## src/hw/rtl/dsd_pkg.sv

```systemverilog
// Shared types, constants and fixed-point helpers for the dielectric scatter pipeline.
`default_nettype none
package dsd_pkg;

  localparam int COMPONENT_WIDTH_DEF = 16;
  localparam int WIDE_W   = 32;
  localparam int INDEX_W  = 14;
  localparam int RF_W     = 16;
  localparam int UV_W     = 14;
  localparam int QUO_W    = 13;
  localparam int RND_W    = 53;
  localparam int RAD_SH_W = 44;
  localparam logic [INDEX_W-1:0] INDEX_RESET = 14'd6144;

  typedef logic signed [WIDE_W-1:0] wide_t;
  typedef logic signed [UV_W-1:0]   uv_t;
  typedef logic signed [RND_W-1:0]  rnd_t;

  typedef struct packed {
    wide_t idx_nz;
    wide_t idx2;
    wide_t eta_enter;
    wide_t e2_enter;
    wide_t r0;
    wide_t omr0;
  } idx_consts_t;

  function automatic wide_t sat_wide(input logic signed [65:0] v);
    wide_t res;
    if (v > 66'sh7FFF_FFFF) begin
      res = 32'sh7FFF_FFFF;
    end else if (v < -66'sh8000_0000) begin
      res = 32'sh8000_0000;
    end else begin
      res = v[31:0];
    end
    return res;
  endfunction

  function automatic rnd_t rnd12(input logic signed [63:0] p);
    logic signed [64:0] s;
    s = 65'(p) + 65'sd2048;
    return s[64:12];
  endfunction

  function automatic wide_t qmul(input wide_t a, input wide_t b);
    logic signed [63:0] p;
    p = a * b;
    return sat_wide(66'(rnd12(p)));
  endfunction

endpackage
`default_nettype wire

```

## src/hw/rtl/dsd_qdiv.sv

```systemverilog
// Pipelined restoring divider with a short quotient, one quotient bit per stage.
`default_nettype none
module dsd_qdiv import dsd_pkg::*; #(
  parameter int DW = 32,
  parameter int QW = QUO_W
) (
  input  logic             clk,
  input  logic             en,
  input  logic [DW+QW-1:0] num,
  input  logic [DW-1:0]    den,
  output logic [QW-1:0]    quo
);
  localparam int CW = DW + QW;

  logic [CW-1:0] rem_r [QW];
  logic [DW-1:0] den_r [QW];
  logic [QW-1:0] quo_r [QW];

  for (genvar s = 0; s < QW; s++) begin : g_step
    localparam int B = QW - 1 - s;
    logic [CW-1:0] rem_in;
    logic [DW-1:0] den_in;
    logic [QW-1:0] quo_in;
    logic [CW-1:0] trial;
    if (s == 0) begin : g_first
      assign rem_in = num;
      assign den_in = den;
      assign quo_in = '0;
    end else begin : g_next
      assign rem_in = rem_r[s-1];
      assign den_in = den_r[s-1];
      assign quo_in = quo_r[s-1];
    end
    assign trial = CW'(den_in) << B;
    always_ff @(posedge clk) begin
      if (en) begin
        den_r[s] <= den_in;
        if (rem_in >= trial) begin
          rem_r[s] <= rem_in - trial;
          quo_r[s] <= quo_in | (QW'(1) << B);
        end else begin
          rem_r[s] <= rem_in;
          quo_r[s] <= quo_in;
        end
      end
    end
  end

  assign quo = quo_r[QW-1];
endmodule
`default_nettype wire

```

## config.mk

```make
export PLATFORM = sky130hd
export DESIGN_NAME = dsd_qdiv
export DESIGN_NICKNAME = d
export VERILOG_FILES = /design/src/hw/rtl/dsd_pkg.sv /design/src/hw/rtl/dsd_qdiv.sv
export SDC_FILE = /design/constraint.sdc
export NUM_CORES = 2
export LEC_CHECK = 0
export BUFFER_PORTS_ARGS = -buffer_cell sky130_fd_sc_hd__buf_4
export CORE_MARGIN = 2
export CORE_UTILIZATION = 30
export DETAILED_ROUTE_END_ITERATION = 8
export SYNTH_ARGS = -nofsm -noshare
export SYNTH_HDL_FRONTEND = slang
export SYNTH_SLANG_ARGS = --single-unit
```

## constraint.sdc

```tcl
create_clock -name clk -period 10.9 [get_ports clk]
set_input_delay 1.09 -clock clk [delete_from_list [all_inputs] [get_ports clk]]
set_output_delay 1.09 -clock clk [all_outputs]
set_load 0.02 [all_outputs]
```

==> metrics.yaml <==
synth_common_cells: "edfxtp_1, inv_1, a21oi_1, nand2_1, ha_1"
clk_pin_slew_worst_paths_ns: 0.06
syn_nets: 6042
die_area_sq_um: 200000
final_nets: 6103
ys_seq_area_share_pct: 51.7
slew_viol_final: 0
hold_class: "flip-flop to flip-flop"
met1_usage_pct: 15.9
required_ns: 11.37
cp-start-kind: "flip-flop"
slowest_delay_ns: 0.66
num_antenna_cells: 0
first_pass_iters: 5
clock_skew_ns: 0.0205
grt-ovfl-total: 0
synth-seq-cells: 1015
synth_area_leader_cell: "edfxtp_1"
powerDensity_nw_per_um2: 253
use_met3_pct: 1.87
start_util_pct: 30.2
num_vias: 40000
ir_drop_v: 0.000129
rsz0062_at_grt: "false"
grt_use_met2_pct: 22.2
crit_fanout: 55
cts_tree: "done"
setup_viol: 0
synth_edf_count: 1015
cts.sinks: 1015
drcViolationCount: 0
synth_ff_type: "edfxtp_1"
cts_buffers: 109
grt_max_degree: 110
setup_tns_ns: 0
ys_types: 102
status: "finished, final reports clean"
port_buffers: 91
fin_ws_ns: 6.15
ant_nets: 0
num_io_pins: 92
die_height_um: 447
crit_path_start: "rem_r[0][99]$_DFFE_PP_"
path_delay_family: "compound AO/OA/AOI/OAI gates"
groute.usage.overall_pct: 12.9
root_buffer: "clkbuf_16"
layout-drive-gt1-share_pct: 7.14
synth.area.top_cells: "edfxtp_1, ha_1, a21oi_1"
h-tree-depth: 3
cts_setup_buffers: 0
period_share_pct: 43.6
fmax_mhz: 211
clockBufferDepth: 3
synth_area_per_cell_sq_um: 10.7
fillers: 19300
critical_path.cell_chain: "inv_1 -> ha_1 -> inv_1 -> fa_1 -> a211oi_1 -> o21ai_1 -> o31ai_4 -> o21ai_1 -> o21a_1 -> o221ai_1 -> o21ai_1 -> a221oi_2 -> nand2_2 -> mux2_2"
die_w_um: 447
tightest_slew_ns: 1.11
post-place-ws_ns: 5.97
grt_pass1_wl_um: 209000
synth_cells: 5535
maxCapViolCount: 0
wl_per_cell_um: 15.7
clk_latency_ns: 0.73
rows: 162
crit_buf_inv: 2
cp_common_cell: "o21ai_1"
syn_area_sq_um: 59000
ctsHoldBuffers: 0
grt_antenna_before_repair: 0
area_growth_syn_to_layout_pct: 11.8
critical_path_arrival_ns: 5.22
post_cts_resized: 0
max-slew-margin-rel_pct: 25.7
grt.busiest_layer: "met2"
coreArea_sq_um: 195000
cp-end-kind: "flip-flop"
multi_input_area_sq_um: 25800
via_per_inst: 4.81
seq_area_sq_um: 30500
fin_crit_ns: 4.75
drtIter0Drc: 2797
cellLeakagePower_nw: 26.0
ys.warnings.count: 0
dp_hpwl_um: 101000
holdCritStartpoint: "quo_r[2][20]$_DFFE_PP_"
grt_pass1_vias: 39600
synth_most_common_cell: "edfxtp_1"
gp_congestion: 0.921
reg2reg_from: "rem_r[0][99]$_DFFE_PP_"
finalHoldViolCount: 0
async_flop_share_pct: 0
yosys.area.top_type_share_pct: 51.7
critPathKind: "flip-flop to flip-flop"
cp_slowest_cell: "nand2_2"
drt_wl_total_um: 131000
## metal layers
| metal | share of wire (%) | routed length [um] |
|---|---|---|
| met1 | 44 | 58100 |
| met2 | 47 | 61500 |
| met3 | 3.4 | 4400 |
| met4 | 5.1 | 6640 |
| met5 | 0 | 0 |
## report_power, final
group / internal, mW / switching [mW]
clock network: 2.06 / 1.53
registers: 5.65 / 0.625
logic: 2.92 / 3.92
## registers in the layout (all words and copies together), names as in the netlist
signal  count
rem_r     540
den_r     384
quo_r      91
## logic make-up after synthesis
group	synth area share (%)
compound gates	16.0
mux	1.22
flops	51.7
xor+xnor	5.94
buf+inv	4.57
simple gates	11.3
fa+ha+maj	9.24
## through the flow
step	util (%)	hold slack [ns]	cell area, sq um	instances	total power, mW
floorplan	-	0.400	59000	5535	11.4
global placement	32.0	0.401	62500	8109	13.0
detailed placement	32.0	0.405	62500	8109	13.1
CTS	33.8	0.414	65900	8307	16.8
global route	33.8	0.420	65900	8307	17.9
finish	33.8	0.417	65900	8307	16.7
## path summary, 6_finish.rpt
path	endpoint	slack, ns	cells past startpoint
worst max-delay path	rem_r[0][149]$_DFFE_PP_	6.15	14
worst min-delay path	quo_r[2][33]$_DFFE_PP_	0.42	0
worst max register to register	rem_r[0][149]$_DFFE_PP_	6.15	14
worst min register to register	quo_r[2][33]$_DFFE_PP_	0.42	0
## layout by cell type (no fill, tap or decap), drive strengths merged, types with 86 or more instances in the layout
cell and count:
a21o 242, a21oi 515, buf 126, clkbuf 137
edfxtp 1015, ha 416, inv 523, nand2 449
nand4 86, nor2 384, o21ai 399, xnor2 220
xor2 180
## area by class of cell
type / instances / share of cell area (%)
inverter: 520 / 2.96
multi-input combinational: 3824 / 39.1
tap: 2624 / 4.98
timing repair buffer: 126 / 1.46
sequential: 1015 / 46.2
clock buffer: 137 / 4.33
clock inverter: 61 / 0.903
Note: power is estimated with default switching activity, not from simulation.
