**src/hw/rtl/dsd_pkg.sv**
```systemverilog
// Shared types, constants and fixed-point helpers for the dielectric scatter pipeline.
`default_nettype none
package dsd_pkg;

  localparam int COMPONENT_WIDTH_DEF = 16;
  localparam int WIDE_W   = 32;
  localparam int INDEX_W  = 14;
  localparam int RF_W     = 16;
  localparam int UV_W     = 14;
  localparam int QUO_W    = 13;
  localparam int RND_W    = 53;
  localparam int RAD_SH_W = 44;
  localparam logic [INDEX_W-1:0] INDEX_RESET = 14'd6144;

  typedef logic signed [WIDE_W-1:0] wide_t;
  typedef logic signed [UV_W-1:0]   uv_t;
  typedef logic signed [RND_W-1:0]  rnd_t;

  typedef struct packed {
    wide_t idx_nz;
    wide_t idx2;
    wide_t eta_enter;
    wide_t e2_enter;
    wide_t r0;
    wide_t omr0;
  } idx_consts_t;

  function automatic wide_t sat_wide(input logic signed [65:0] v);
    wide_t res;
    if (v > 66'sh7FFF_FFFF) begin
      res = 32'sh7FFF_FFFF;
    end else if (v < -66'sh8000_0000) begin
      res = 32'sh8000_0000;
    end else begin
      res = v[31:0];
    end
    return res;
  endfunction

  function automatic rnd_t rnd12(input logic signed [63:0] p);
    logic signed [64:0] s;
    s = 65'(p) + 65'sd2048;
    return s[64:12];
  endfunction

  function automatic wide_t qmul(input wide_t a, input wide_t b);
    logic signed [63:0] p;
    p = a * b;
    return sat_wide(66'(rnd12(p)));
  endfunction

endpackage
`default_nettype wire

```
**src/hw/rtl/dsd_isqrt.sv**
```systemverilog
// Pipelined floor integer square root, one result bit per stage.
`default_nettype none
module dsd_isqrt import dsd_pkg::*; #(
  parameter int IW = 64
) (
  input  logic              clk,
  input  logic              en,
  input  logic [IW-1:0]     val,
  output logic [IW/2-1:0]   root
);
  localparam int STEPS = IW / 2;

  logic [IW-1:0] rem_r [STEPS];
  logic [IW-1:0] res_r [STEPS];

  for (genvar s = 0; s < STEPS; s++) begin : g_step
    localparam logic [IW-1:0] BIT = {{(IW-1){1'b0}}, 1'b1} << (IW - 2 - 2 * s);
    logic [IW-1:0] rem_in;
    logic [IW-1:0] res_in;
    logic [IW:0]   trial;
    if (s == 0) begin : g_first
      assign rem_in = val;
      assign res_in = '0;
    end else begin : g_next
      assign rem_in = rem_r[s-1];
      assign res_in = res_r[s-1];
    end
    assign trial = {1'b0, res_in} + {1'b0, BIT};
    always_ff @(posedge clk) begin
      if (en) begin
        if ({1'b0, rem_in} >= trial) begin
          rem_r[s] <= rem_in - trial[IW-1:0];
          res_r[s] <= (res_in >> 1) + BIT;
        end else begin
          rem_r[s] <= rem_in;
          res_r[s] <= res_in >> 1;
        end
      end
    end
  end

  assign root = res_r[STEPS-1][IW/2-1:0];
endmodule
`default_nettype wire

```
**config.mk**
```make
export PLATFORM = sky130hd
export DESIGN_NAME = dsd_isqrt
export DESIGN_NICKNAME = d
export VERILOG_FILES = /design/src/hw/rtl/dsd_pkg.sv /design/src/hw/rtl/dsd_isqrt.sv
export SDC_FILE = /design/constraint.sdc
export NUM_CORES = 2
export LEC_CHECK = 0
export BUFFER_PORTS_ARGS = -buffer_cell sky130_fd_sc_hd__buf_2
export CAP_MARGIN = 0
export CORE_MARGIN = 2
export CORE_UTILIZATION = 38
export DETAILED_ROUTE_END_ITERATION = 7
export MAX_ROUTING_LAYER = met4
export PLACE_DENSITY = 0.49
export RECOVER_POWER = 100
export SLEW_MARGIN = 20
export SYNTH_ARGS = -nofsm -noshare
export SYNTH_HDL_FRONTEND = slang
export SYNTH_SLANG_ARGS = --single-unit
```
**constraint.sdc**
```tcl
create_clock -name clk -period 7 [get_ports clk]
set_clock_uncertainty 0.2 [all_clocks]
set_input_delay 0.35 -clock clk [delete_from_list [all_inputs] [get_ports clk]]
set_output_delay 0.35 -clock clk [all_outputs]
set_load 0.005 [all_outputs]
```
==> flow_summary.ini <==
[outcome]
violations = capacitance limit, slew limit
outcome = finished with violations

[clock_network]
post_cts_resized = 0
root_buffer = clkbuf_16
post_cts_buffers = 0
ctsHoldBuffers = 128
cts_buffers = 292
cts.path.max_buffers = 4
cts_sinks = 2512
cts_tree = done
clkTransAtPathRegs_ns = 0.06
clock_latency_ns = 0.92
cts-htree-levels = 5

[routing]
drcViolationCount = 0
drtIter0Drc = 7852
detail_route.vias_per_cell = 5.43
totalWireLength_mm = 342
antenna_left = 0
routed-via-count = 78900
wl_per_cell_microns = 23.6
drtPass1Iterations = 6

[global_routing]
grt_pass1_vias = 76400
use_met3_pct = 3.03
grt_pass1_wl_mm = 507
grt_use_total_pct = 21.4
grt_overflow_total = 0
use_met2_pct = 31.6
grt_max_degree = 193
grt_busiest_layer = met2
use_met1_pct = 31.0
antenna_found_initial = 18

[min_path]
hold_class = flip-flop to flip-flop

[synth]
avgSynthCellArea_sq_um = 12.4
synthArstFlopShare_pct = 0
postSynthCellCount = 9729
syn-num-nets = 10400
synth-seq-area-share_pct = 62.3
ys.flop_type = edfxtp_1
syn_area_sq_um = 121000
ys_warn_count = 0
synth_top_cell_by_area = edfxtp_1
synth.top_cell.area_share_pct = 62.3
synth_area_leaders = edfxtp_1 62%, ha_1 5.8%, xnor2_1 3.4%
synth_edf_count = 2512
synth_cell_type_count = 85
ys_ff_latch = 2512

[setup_path]
worst-path-buf-inv = 2
worst-path-max-fanout = 22
path_delay_family = compound AO/OA/AOI/OAI gates
crit_chain = ha_1 -> o21ai_0 -> a221oi_1 -> a221oi_1 -> clkbuf_1 -> o311ai_0 -> a211oi_1 -> o221ai_1 -> clkbuf_1 -> mux2_2
startpoint_type = flip-flop
crit_path_end_kind = flip-flop
worst_path_max_delay_cell = clkbuf_1
cp.required_ns = 7.41
setup.worst_path.class = flip-flop to flip-flop
critPathArrivalTime_ns = 6.26
slowest_delay_ns = 1.08

[sta]
timing.final.hold_violations = 0
worst_slew_pin_slew_ns = 4.17
max_freq_mhz = 171
period_needed_ns = 5.85
maxSlewViolCount = 1679
setup_tns_ns = 0
period_share_pct = 83.6
slew-limit-headroom_pct = -178
grt_setup_unrepaired = false
setup_viol = 0
fin_ws_ns = 1.15

[floorplan]
die_w_microns = 568
rows = 207
dieArea_sq_um = 323000
start_util_pct = 38.1
die_h_microns = 568
coreArea_sq_um = 318000
ioPinCount = 98

[layout]
fin_nets = 10700
fill_cells = 29200
multi_input_area_sq_um = 42300
fin_util_pct = 43.1
drive_gt1_share_pct = 5.32
syn2layout_area_growth_pct = 13.1
regArea_sq_um = 75400

[power_and_ir_drop]
peakVddDrop_mv = 0.227
leakagePower_uw = 0.0501
p_per_area_nw_per_um2 = 328
power.total_uw = 44900

[flow_run]
maxCapViolations = 32

[placement]
dpl.hpwl_mm = 259
gp_congestion = 0.936
port_buffers = 97
dp_slack_ns = 2.02
cells in the mapped netlist, types with 11 or more instances:
cell       instances
edfxtp_1        2512
nor4b_1           59
inv_1            670
ha_1             558
o2111ai_1         11
nand3_1          175
o21bai_1          54
o31ai_1           38
and4_1            21
nand2_1          737
nand3b_1          35
a311oi_1          12
nor3b_1           22
a211o_1           14
nand2b_1         123
a221oi_1          13
or4_1             90
a31o_2            14
xnor2_1          473
o211ai_1          26
nand4b_1          20
clkbuf_1         201
a2111oi_0         20
a211oi_1          43
and3_1            50
a31oi_1           52
nand4_1          182
mux2i_1           14
a21o_1           229
mux2_2            61
nor3_1           269
or2_2             42
o21ai_1           27
o21ai_0          524
xor2_1           422
nor4_1           370
o21a_1            84
a21oi_1          518
nor2b_1           72
and2_1            34
nor2_1           561
or3_1            100
worst register-to-register path: stages (launching register included):
cell and delay, ns:
edfxtp_1 0.40, ha_1 0.50, o21ai_0 0.22, a221oi_1 0.49
a221oi_1 0.17, clkbuf_1 0.25, o311ai_0 0.89, a211oi_1 0.42
o221ai_1 0.53, clkbuf_1 1.08, mux2_2 0.46
power by group:
| part | switching, uW | internal (uW) |
|---|---|---|
| logic | 5620 | 3560 |
| clock network | 6210 | 8710 |
| registers | 1710 | 19100 |
| total | 13500 | 31400 |
through the flow:
step | hold WS, ns | area (sq um) | instances
final | 0.196 | 137000 | 14500
after global routing | 0.213 | 137000 | 14500
after CTS | 0.0494 | 137000 | 14500
after detailed placement | 0.229 | 127000 | 13900
after global placement | 0.227 | 127000 | 13900
after floorplan | 0.217 | 121000 | 9729
metal layers:
| metal | part of all wire [%] | vias to the layer above |
|---|---|---|
| li1 | - | 37300 |
| met1 | 48 | 38900 |
| met2 | 44 | 2284 |
| met3 | 5.8 | 420 |
| met4 | 2.4 | 0 |
| met5 | 0 | - |
final cells by class:
type                            instances  share of cell area, %
Sequential cell                      2512                   55.1
Multi-Input combinational cell       6326                   30.9
Clock buffer                          364                   5.64
Tap cell                             4180                   3.82
Inverter                              671                   1.84
Timing Repair Buffer                  297                   1.55
Clock inverter                        158                   1.15
Antenna cell                           12                 0.0219
registers in the layout, summed over array words and instances (netlist names):
name / flops
rem_r: 1984
res_r: 528
layout by cell type, fill, tap and decap left out, drive strengths merged, types with 128 or more instances in the layout:
cell type,synthesis,layout
a21o,229,229
a21oi,518,518
clkbuf,201,489
dlygate4sd3,0,128
edfxtp,2512,2512
ha,558,558
inv,671,680
nand2,737,737
nand3,175,175
nand4,182,182
nor2,561,561
nor3,269,269
nor4,371,371
o21ai,551,551
xnor2,473,473
xor2,422,422
final timing paths:
path                           startpoint  slack (ns)                 endpoint  depth (start not counted)
setup / recovery  rem_r[1][526]$_DFFE_PP_        1.15  rem_r[1][591]$_DFFE_PP_                         10
hold / removal    rem_r[0][707]$_DFFE_PP_        0.20  rem_r[0][771]$_DFFE_PP_                          0
setup reg to reg  rem_r[1][526]$_DFFE_PP_        1.15  rem_r[1][591]$_DFFE_PP_                         10
hold reg to reg   rem_r[0][707]$_DFFE_PP_        0.20  rem_r[0][771]$_DFFE_PP_                          0
cell families (layout without fill, tap and decap cells):
logic type | after synthesis | after routing | synth area share, %
AND/OR/NAND/NOR | 2997 | 2997 | 12.8
multiplexers | 76 | 76 | 0.693
adder cells (fa/ha/maj) | 558 | 558 | 5.77
XOR/XNOR | 895 | 895 | 6.48
other | 0 | 12 | 0
buffers and inverters | 891 | 1490 | 2.78
AO/OA/AOI/OAI | 1800 | 1800 | 9.15
flip-flops | 2512 | 2512 | 62.3
Note: power is estimated with default switching activity, not from simulation.
