## src/hw/rtl/dsd_pkg.sv

```systemverilog
// Shared types, constants and fixed-point helpers for the dielectric scatter pipeline.
`default_nettype none
package dsd_pkg;

  localparam int COMPONENT_WIDTH_DEF = 16;
  localparam int WIDE_W   = 32;
  localparam int INDEX_W  = 14;
  localparam int RF_W     = 16;
  localparam int UV_W     = 14;
  localparam int QUO_W    = 13;
  localparam int RND_W    = 53;
  localparam int RAD_SH_W = 44;
  localparam logic [INDEX_W-1:0] INDEX_RESET = 14'd6144;

  typedef logic signed [WIDE_W-1:0] wide_t;
  typedef logic signed [UV_W-1:0]   uv_t;
  typedef logic signed [RND_W-1:0]  rnd_t;

  typedef struct packed {
    wide_t idx_nz;
    wide_t idx2;
    wide_t eta_enter;
    wide_t e2_enter;
    wide_t r0;
    wide_t omr0;
  } idx_consts_t;

  function automatic wide_t sat_wide(input logic signed [65:0] v);
    wide_t res;
    if (v > 66'sh7FFF_FFFF) begin
      res = 32'sh7FFF_FFFF;
    end else if (v < -66'sh8000_0000) begin
      res = 32'sh8000_0000;
    end else begin
      res = v[31:0];
    end
    return res;
  endfunction

  function automatic rnd_t rnd12(input logic signed [63:0] p);
    logic signed [64:0] s;
    s = 65'(p) + 65'sd2048;
    return s[64:12];
  endfunction

  function automatic wide_t qmul(input wide_t a, input wide_t b);
    logic signed [63:0] p;
    p = a * b;
    return sat_wide(66'(rnd12(p)));
  endfunction

endpackage
`default_nettype wire

```

## src/hw/rtl/dsd_cfg.sv

```systemverilog
// Index register and sequencer that derives the per-index constants.
`default_nettype none
module dsd_cfg import dsd_pkg::*; (
  input  logic               clk,
  input  logic               rst_n,
  input  logic               cfg_valid,
  output logic               cfg_ready,
  input  logic [INDEX_W-1:0] cfg_refraction_index,
  output logic               busy,
  output idx_consts_t        consts
);
  localparam int DVD_W     = 26;
  localparam int DVS_W     = 15;
  localparam int DIV_STEPS = DVD_W;

  typedef enum logic [2:0] {
    S_LOAD_ETA, S_ETA, S_LOAD_R0, S_R0, S_SQ, S_FIN, S_IDLE
  } state_t;

  state_t             state_r;
  logic [INDEX_W-1:0] idx_r;
  logic [DVD_W-1:0]   dvd_r;
  logic [DVS_W-1:0]   dvs_r;
  logic [DVS_W-1:0]   rem_r;
  logic [4:0]         cnt_r;
  logic [DVD_W-1:0]   eta_q_r;
  logic [DVD_W-1:0]   r0q_r;
  idx_consts_t        consts_r;

  logic [INDEX_W-1:0] idx_nz;
  logic [INDEX_W-1:0] mag;
  logic [DVS_W-1:0]   den;
  logic [DVD_W-1:0]   eta_dvd;
  logic [DVD_W-1:0]   r0_dvd;
  logic [DVS_W:0]     rem_sh;
  logic               ge;
  logic [DVS_W-1:0]   rem_nxt;
  logic [DVD_W-1:0]   dvd_nxt;
  logic               last;

  always_comb begin
    idx_nz  = (idx_r == '0) ? INDEX_W'(1) : idx_r;
    mag     = (idx_r > 14'd4096) ? idx_r - 14'd4096 : 14'd4096 - idx_r;
    den     = 15'd4096 + DVS_W'(idx_r);
    eta_dvd = (DVD_W'(1) << 24) + DVD_W'(idx_nz >> 1);
    r0_dvd  = {mag, 12'b0} + DVD_W'(den >> 1);
    rem_sh  = {rem_r, dvd_r[DVD_W-1]};
    ge      = rem_sh >= {1'b0, dvs_r};
    rem_nxt = ge ? DVS_W'(rem_sh - {1'b0, dvs_r}) : DVS_W'(rem_sh);
    dvd_nxt = {dvd_r[DVD_W-2:0], ge};
    last    = (cnt_r == 5'(DIV_STEPS - 1));
  end

  always_ff @(posedge clk) begin
    if (!rst_n) begin
      state_r <= S_LOAD_ETA;
      idx_r   <= INDEX_RESET;
      cnt_r   <= '0;
    end else begin
      unique case (state_r)
        S_LOAD_ETA: begin
          dvd_r   <= eta_dvd;
          dvs_r   <= DVS_W'(idx_nz);
          rem_r   <= '0;
          cnt_r   <= '0;
          state_r <= S_ETA;
        end
        S_ETA: begin
          dvd_r <= dvd_nxt;
          rem_r <= rem_nxt;
          cnt_r <= cnt_r + 5'd1;
          if (last) begin
            eta_q_r <= dvd_nxt;
            state_r <= S_LOAD_R0;
          end
        end
        S_LOAD_R0: begin
          dvd_r   <= r0_dvd;
          dvs_r   <= den;
          rem_r   <= '0;
          cnt_r   <= '0;
          state_r <= S_R0;
        end
        S_R0: begin
          dvd_r <= dvd_nxt;
          rem_r <= rem_nxt;
          cnt_r <= cnt_r + 5'd1;
          if (last) begin
            r0q_r   <= dvd_nxt;
            state_r <= S_SQ;
          end
        end
        S_SQ: begin
          consts_r.idx_nz    <= $signed(WIDE_W'(idx_nz));
          consts_r.idx2      <= qmul($signed(WIDE_W'(idx_nz)), $signed(WIDE_W'(idx_nz)));
          consts_r.eta_enter <= $signed(WIDE_W'(eta_q_r));
          consts_r.e2_enter  <= qmul($signed(WIDE_W'(eta_q_r)), $signed(WIDE_W'(eta_q_r)));
          consts_r.r0        <= qmul($signed(WIDE_W'(r0q_r)), $signed(WIDE_W'(r0q_r)));
          state_r            <= S_FIN;
        end
        S_FIN: begin
          consts_r.omr0 <= sat_wide(66'sd4096 - 66'(consts_r.r0));
          state_r       <= S_IDLE;
        end
        S_IDLE: begin
          if (cfg_valid) begin
            idx_r   <= cfg_refraction_index;
            state_r <= S_LOAD_ETA;
          end
        end
        default: state_r <= S_IDLE;
      endcase
    end
  end

  assign cfg_ready = (state_r == S_IDLE);
  assign busy      = !cfg_ready;
  assign consts    = consts_r;
endmodule
`default_nettype wire

```

## config.mk

```make
export PLATFORM = sky130hd
export DESIGN_NAME = dsd_cfg
export DESIGN_NICKNAME = d
export VERILOG_FILES = /design/src/hw/rtl/dsd_pkg.sv /design/src/hw/rtl/dsd_cfg.sv
export SDC_FILE = /design/constraint.sdc
export NUM_CORES = 2
export LEC_CHECK = 0
export ABC_AREA = 1
export BUFFER_PORTS_ARGS = -buffer_cell sky130_fd_sc_hd__clkbuf_2
export CORE_ASPECT_RATIO = 1.5
export CORE_MARGIN = 1.5
export CORE_UTILIZATION = 60
export CTS_CLUSTER_SIZE = 14
export DETAILED_ROUTE_END_ITERATION = 10
export HOLD_SLACK_MARGIN = 0.03
export PLACE_DENSITY = 0.74
export SYNTH_ARGS = -nofsm -noshare
export SYNTH_HDL_FRONTEND = slang
export SYNTH_SLANG_ARGS = --single-unit
```

## constraint.sdc

```tcl
create_clock -name clk -period 11 [get_ports clk]
set_clock_uncertainty 0.05 [all_clocks]
set_input_delay 0.55 -clock clk [delete_from_list [all_inputs] [get_ports clk]]
set_output_delay 0.55 -clock clk [all_outputs]
set_load 0.02 [all_outputs]
```

==> flow_summary.ini <==
[clock_network]
cts_buffers = 30
cts.path.max_buffers = 3
cts_tree = done
cts.sinks = 283
hold_buffers = 0
insertion_delay_ps = 650
root_buffer = clkbuf_16
post_cts_buffers = 0
clk_pin_slew_worst_paths_ps = 60
postCtsResizedCells = 0
cts_max_level = 1

[outcome]
status = finished with violations
violations = DRC

[sta]
tns_ps = 0
setup_viol = 0
rsz0062_at_grt = false
finalCriticalPeriod_ps = 8390
worst_pin_slew_ps = 1240
finalCritPeriodShare = 0.763
slew_headroom = 0.173
slew_viol_final = 0
hold_viol = 0
fmax_mhz = 119

[global_routing]
grtUsageTotal = 0.325
grt_pass1_vias = 50100
grt_pass1_wl_mm = 257
antenna_found_initial = 0
grt_max_degree = 64
grt_remaining_overflow = 0

[run]
maxCapViolCount = 0

[finish]
final_nets = 9002
num_antenna_cells = 0
drive_above_1_share = 0.0532
final_area_mm2 = 0.0631
fillers = 8541
fin_util = 0.633
area_growth_syn_to_layout_pct = 4.73

[worst_setup_path]
worst-path-max-fanout = 31
cp-end-kind = flop
start_kind = flop
path_class = reg -> reg
arrival_ps = 8640
critPathRequiredTime_ps = 11250

[synthesis]
muxShareOfSynthArea = 0.000374
synth_enable_flop_cells = 261
synth_area_mm2 = 0.0603
synthCells = 7271
synth-simple-area-share = 0.151
async_flop_share = 0
synth_warnings = 0
ys_ff_latch = 283
synth_xor_area_frac = 0.0194
syn_area_per_cell_um2 = 8.29
synthAdderAreaFrac = 0.491
yosys.cell_types.count = 56
ys_seq_area_frac = 0.137
synth_top_family_by_area = adder cells
synth_compound_area_frac = 0.0402
synth-main-ff-cell = edfxtp_1

[hold_path]
worst_hold_path_type = in -> reg

[routing]
viasPerCell = 5.38
postRouteAntennaNets = 0
drt-total-wl_mm = 161
drc = 9
wl_per_cell_um = 18.6
num_vias = 46400
drtPass1Iterations = 9
first_iter_violations = 3230

[placed_design]
place_hpwl_mm = 132
dpl_cell_area_mm2 = 0.0622
gp_congestion = 0.998
io_buffers = 171

[power]
p_per_area_mw_per_mm2 = 39.3
total_power_w = 0.00248
ir_drop_mv = 0.119
leakage_nw = 35.7

[die]
ioPinCount = 211
coreArea_mm2 = 0.0997
fp.dieW_um = 262
start_util = 0.605
num_rows = 142
die_h_um = 391
die_area_mm2 = 0.102
cell usage after synthesis (all sizes together) (5+ instances only):
cell type / n / share of area
ha: 538 / 0.11
xor2: 68 / 0.010
inv: 2221 / 0.14
a21o: 8 / 0.0010
nand3b: 8 / 0.0010
nand3: 189 / 0.016
edfxtp: 261 / 0.13
fa: 1143 / 0.38
xnor2: 64 / 0.0093
nor2: 362 / 0.024
buf: 77 / 0.0090
nand4: 75 / 0.0078
nor4: 7 / 0.00073
o21bai: 21 / 0.0026
o21ai: 152 / 0.013
nand2: 1534 / 0.097
or2: 8 / 0.00083
and3: 5 / 0.00052
o21a: 8 / 0.0010
nor3: 36 / 0.0032
dfxtp: 22 / 0.0073
a31oi: 8 / 0.00083
clkbuf: 203 / 0.013
a21oi: 222 / 0.019
layout by cell type (no fill, tap or decap), types with 8 or more instances in the layout:
cell / n
nand2_1: 1514
edfxtp_1: 261
o21ai_0: 144
o21ai_1: 8
xor2_1: 66
a21oi_1: 220
a21o_1: 8
o21a_1: 8
dfxtp_1: 22
clkbuf_16: 30
nor2_2: 31
ha_1: 538
inv_1: 2200
or2_2: 8
inv_2: 20
o21bai_1: 21
nand2_2: 18
nor3_1: 30
clkinv_1: 10
xnor2_1: 64
nand3b_1: 8
conb_1: 41
buf_4: 70
fa_1: 1143
nor2_1: 324
clkbuf_2: 171
a31oi_1: 8
nand4_1: 75
nand3_1: 186
stage by stage:
step	std cells	worst slack (ps)	hold slack, ps
2_1_floorplan	7311	1170	374
3_3_place_gp	8568	2960	402
3_5_place_dp	8568	2710	406
4_1_cts	8623	2690	61.5
5_1_grt	8623	2120	90.7
6_report	8623	2610	97.1
registers in the layout (all words and copies together) (netlist names), named ones only:
register / count
r0q_r: 26
dvs_r: 15
dvd_r: 26
eta_q_r: 26
idx_r: 14
rem_r: 15
state_r: 2
consts: 153
cnt_r: 5
report_power, final:
group	leakage (nW)	internal, W	switching, W
logic	32.9	0.0000672	0.000149
clock network	0.458	0.000553	0.000473
registers	2.38	0.00121	0.0000267
total	35.7	0.00183	0.000649
worst max-delay path, cell delays in order (launching register included):
cell and delay (ps):
edfxtp_1 1160, nand2_1 340, inv_1 220, fa_1 480, fa_1 520, fa_1 520
fa_1 540, inv_1 50, fa_1 540, inv_1 60, fa_1 500, ha_1 320
ha_1 370, a21oi_1 350, o21ai_0 180, inv_1 110, nand2_1 80, a21oi_1 200
nand3_1 100, nand2_1 70, nand2_1 50, inv_1 50, nand2_1 50, nor2_2 890
nand4_1 220
per-layer routing:
layer,wire [um],global-route usage
met1,56600,0.370
met2,84700,0.590
met3,9560,0.0359
met4,9880,0.174
met5,0,0
worst paths after layout:
kind	startpoint	to	slack, ps	cells after the start
worst max-delay path	eta_q_r[24]	consts[88]	2610	24
worst min-delay path	cfg_refraction_index[11]	idx_r[11]	100	3
worst max register to register	eta_q_r[24]	consts[88]	2610	24
worst min register to register	eta_q_r[22]	consts[118]	420	0
layout make-up:
cell class | instances | area [um^2] | area share
inverters | 2223 | 8350 | 0.132
flip-flops and latches | 283 | 8280 | 0.131
clock buffers | 33 | 762 | 0.0121
repair buffers | 241 | 1380 | 0.0219
well taps | 1296 | 1620 | 0.0257
multi-input cells | 4525 | 42500 | 0.674
clock inverters | 22 | 210 | 0.00333
kinds of logic after synthesis:
group | Yosys count
buffers and inverters | 2503
AND/OR/NAND/NOR | 2226
adder cells (fa/ha/maj) | 1681
AO/OA/AOI/OAI | 443
flip-flops | 283
XOR/XNOR | 132
multiplexers | 2
other | 1
No activity file was read; power rests on OpenSTA's default activity.
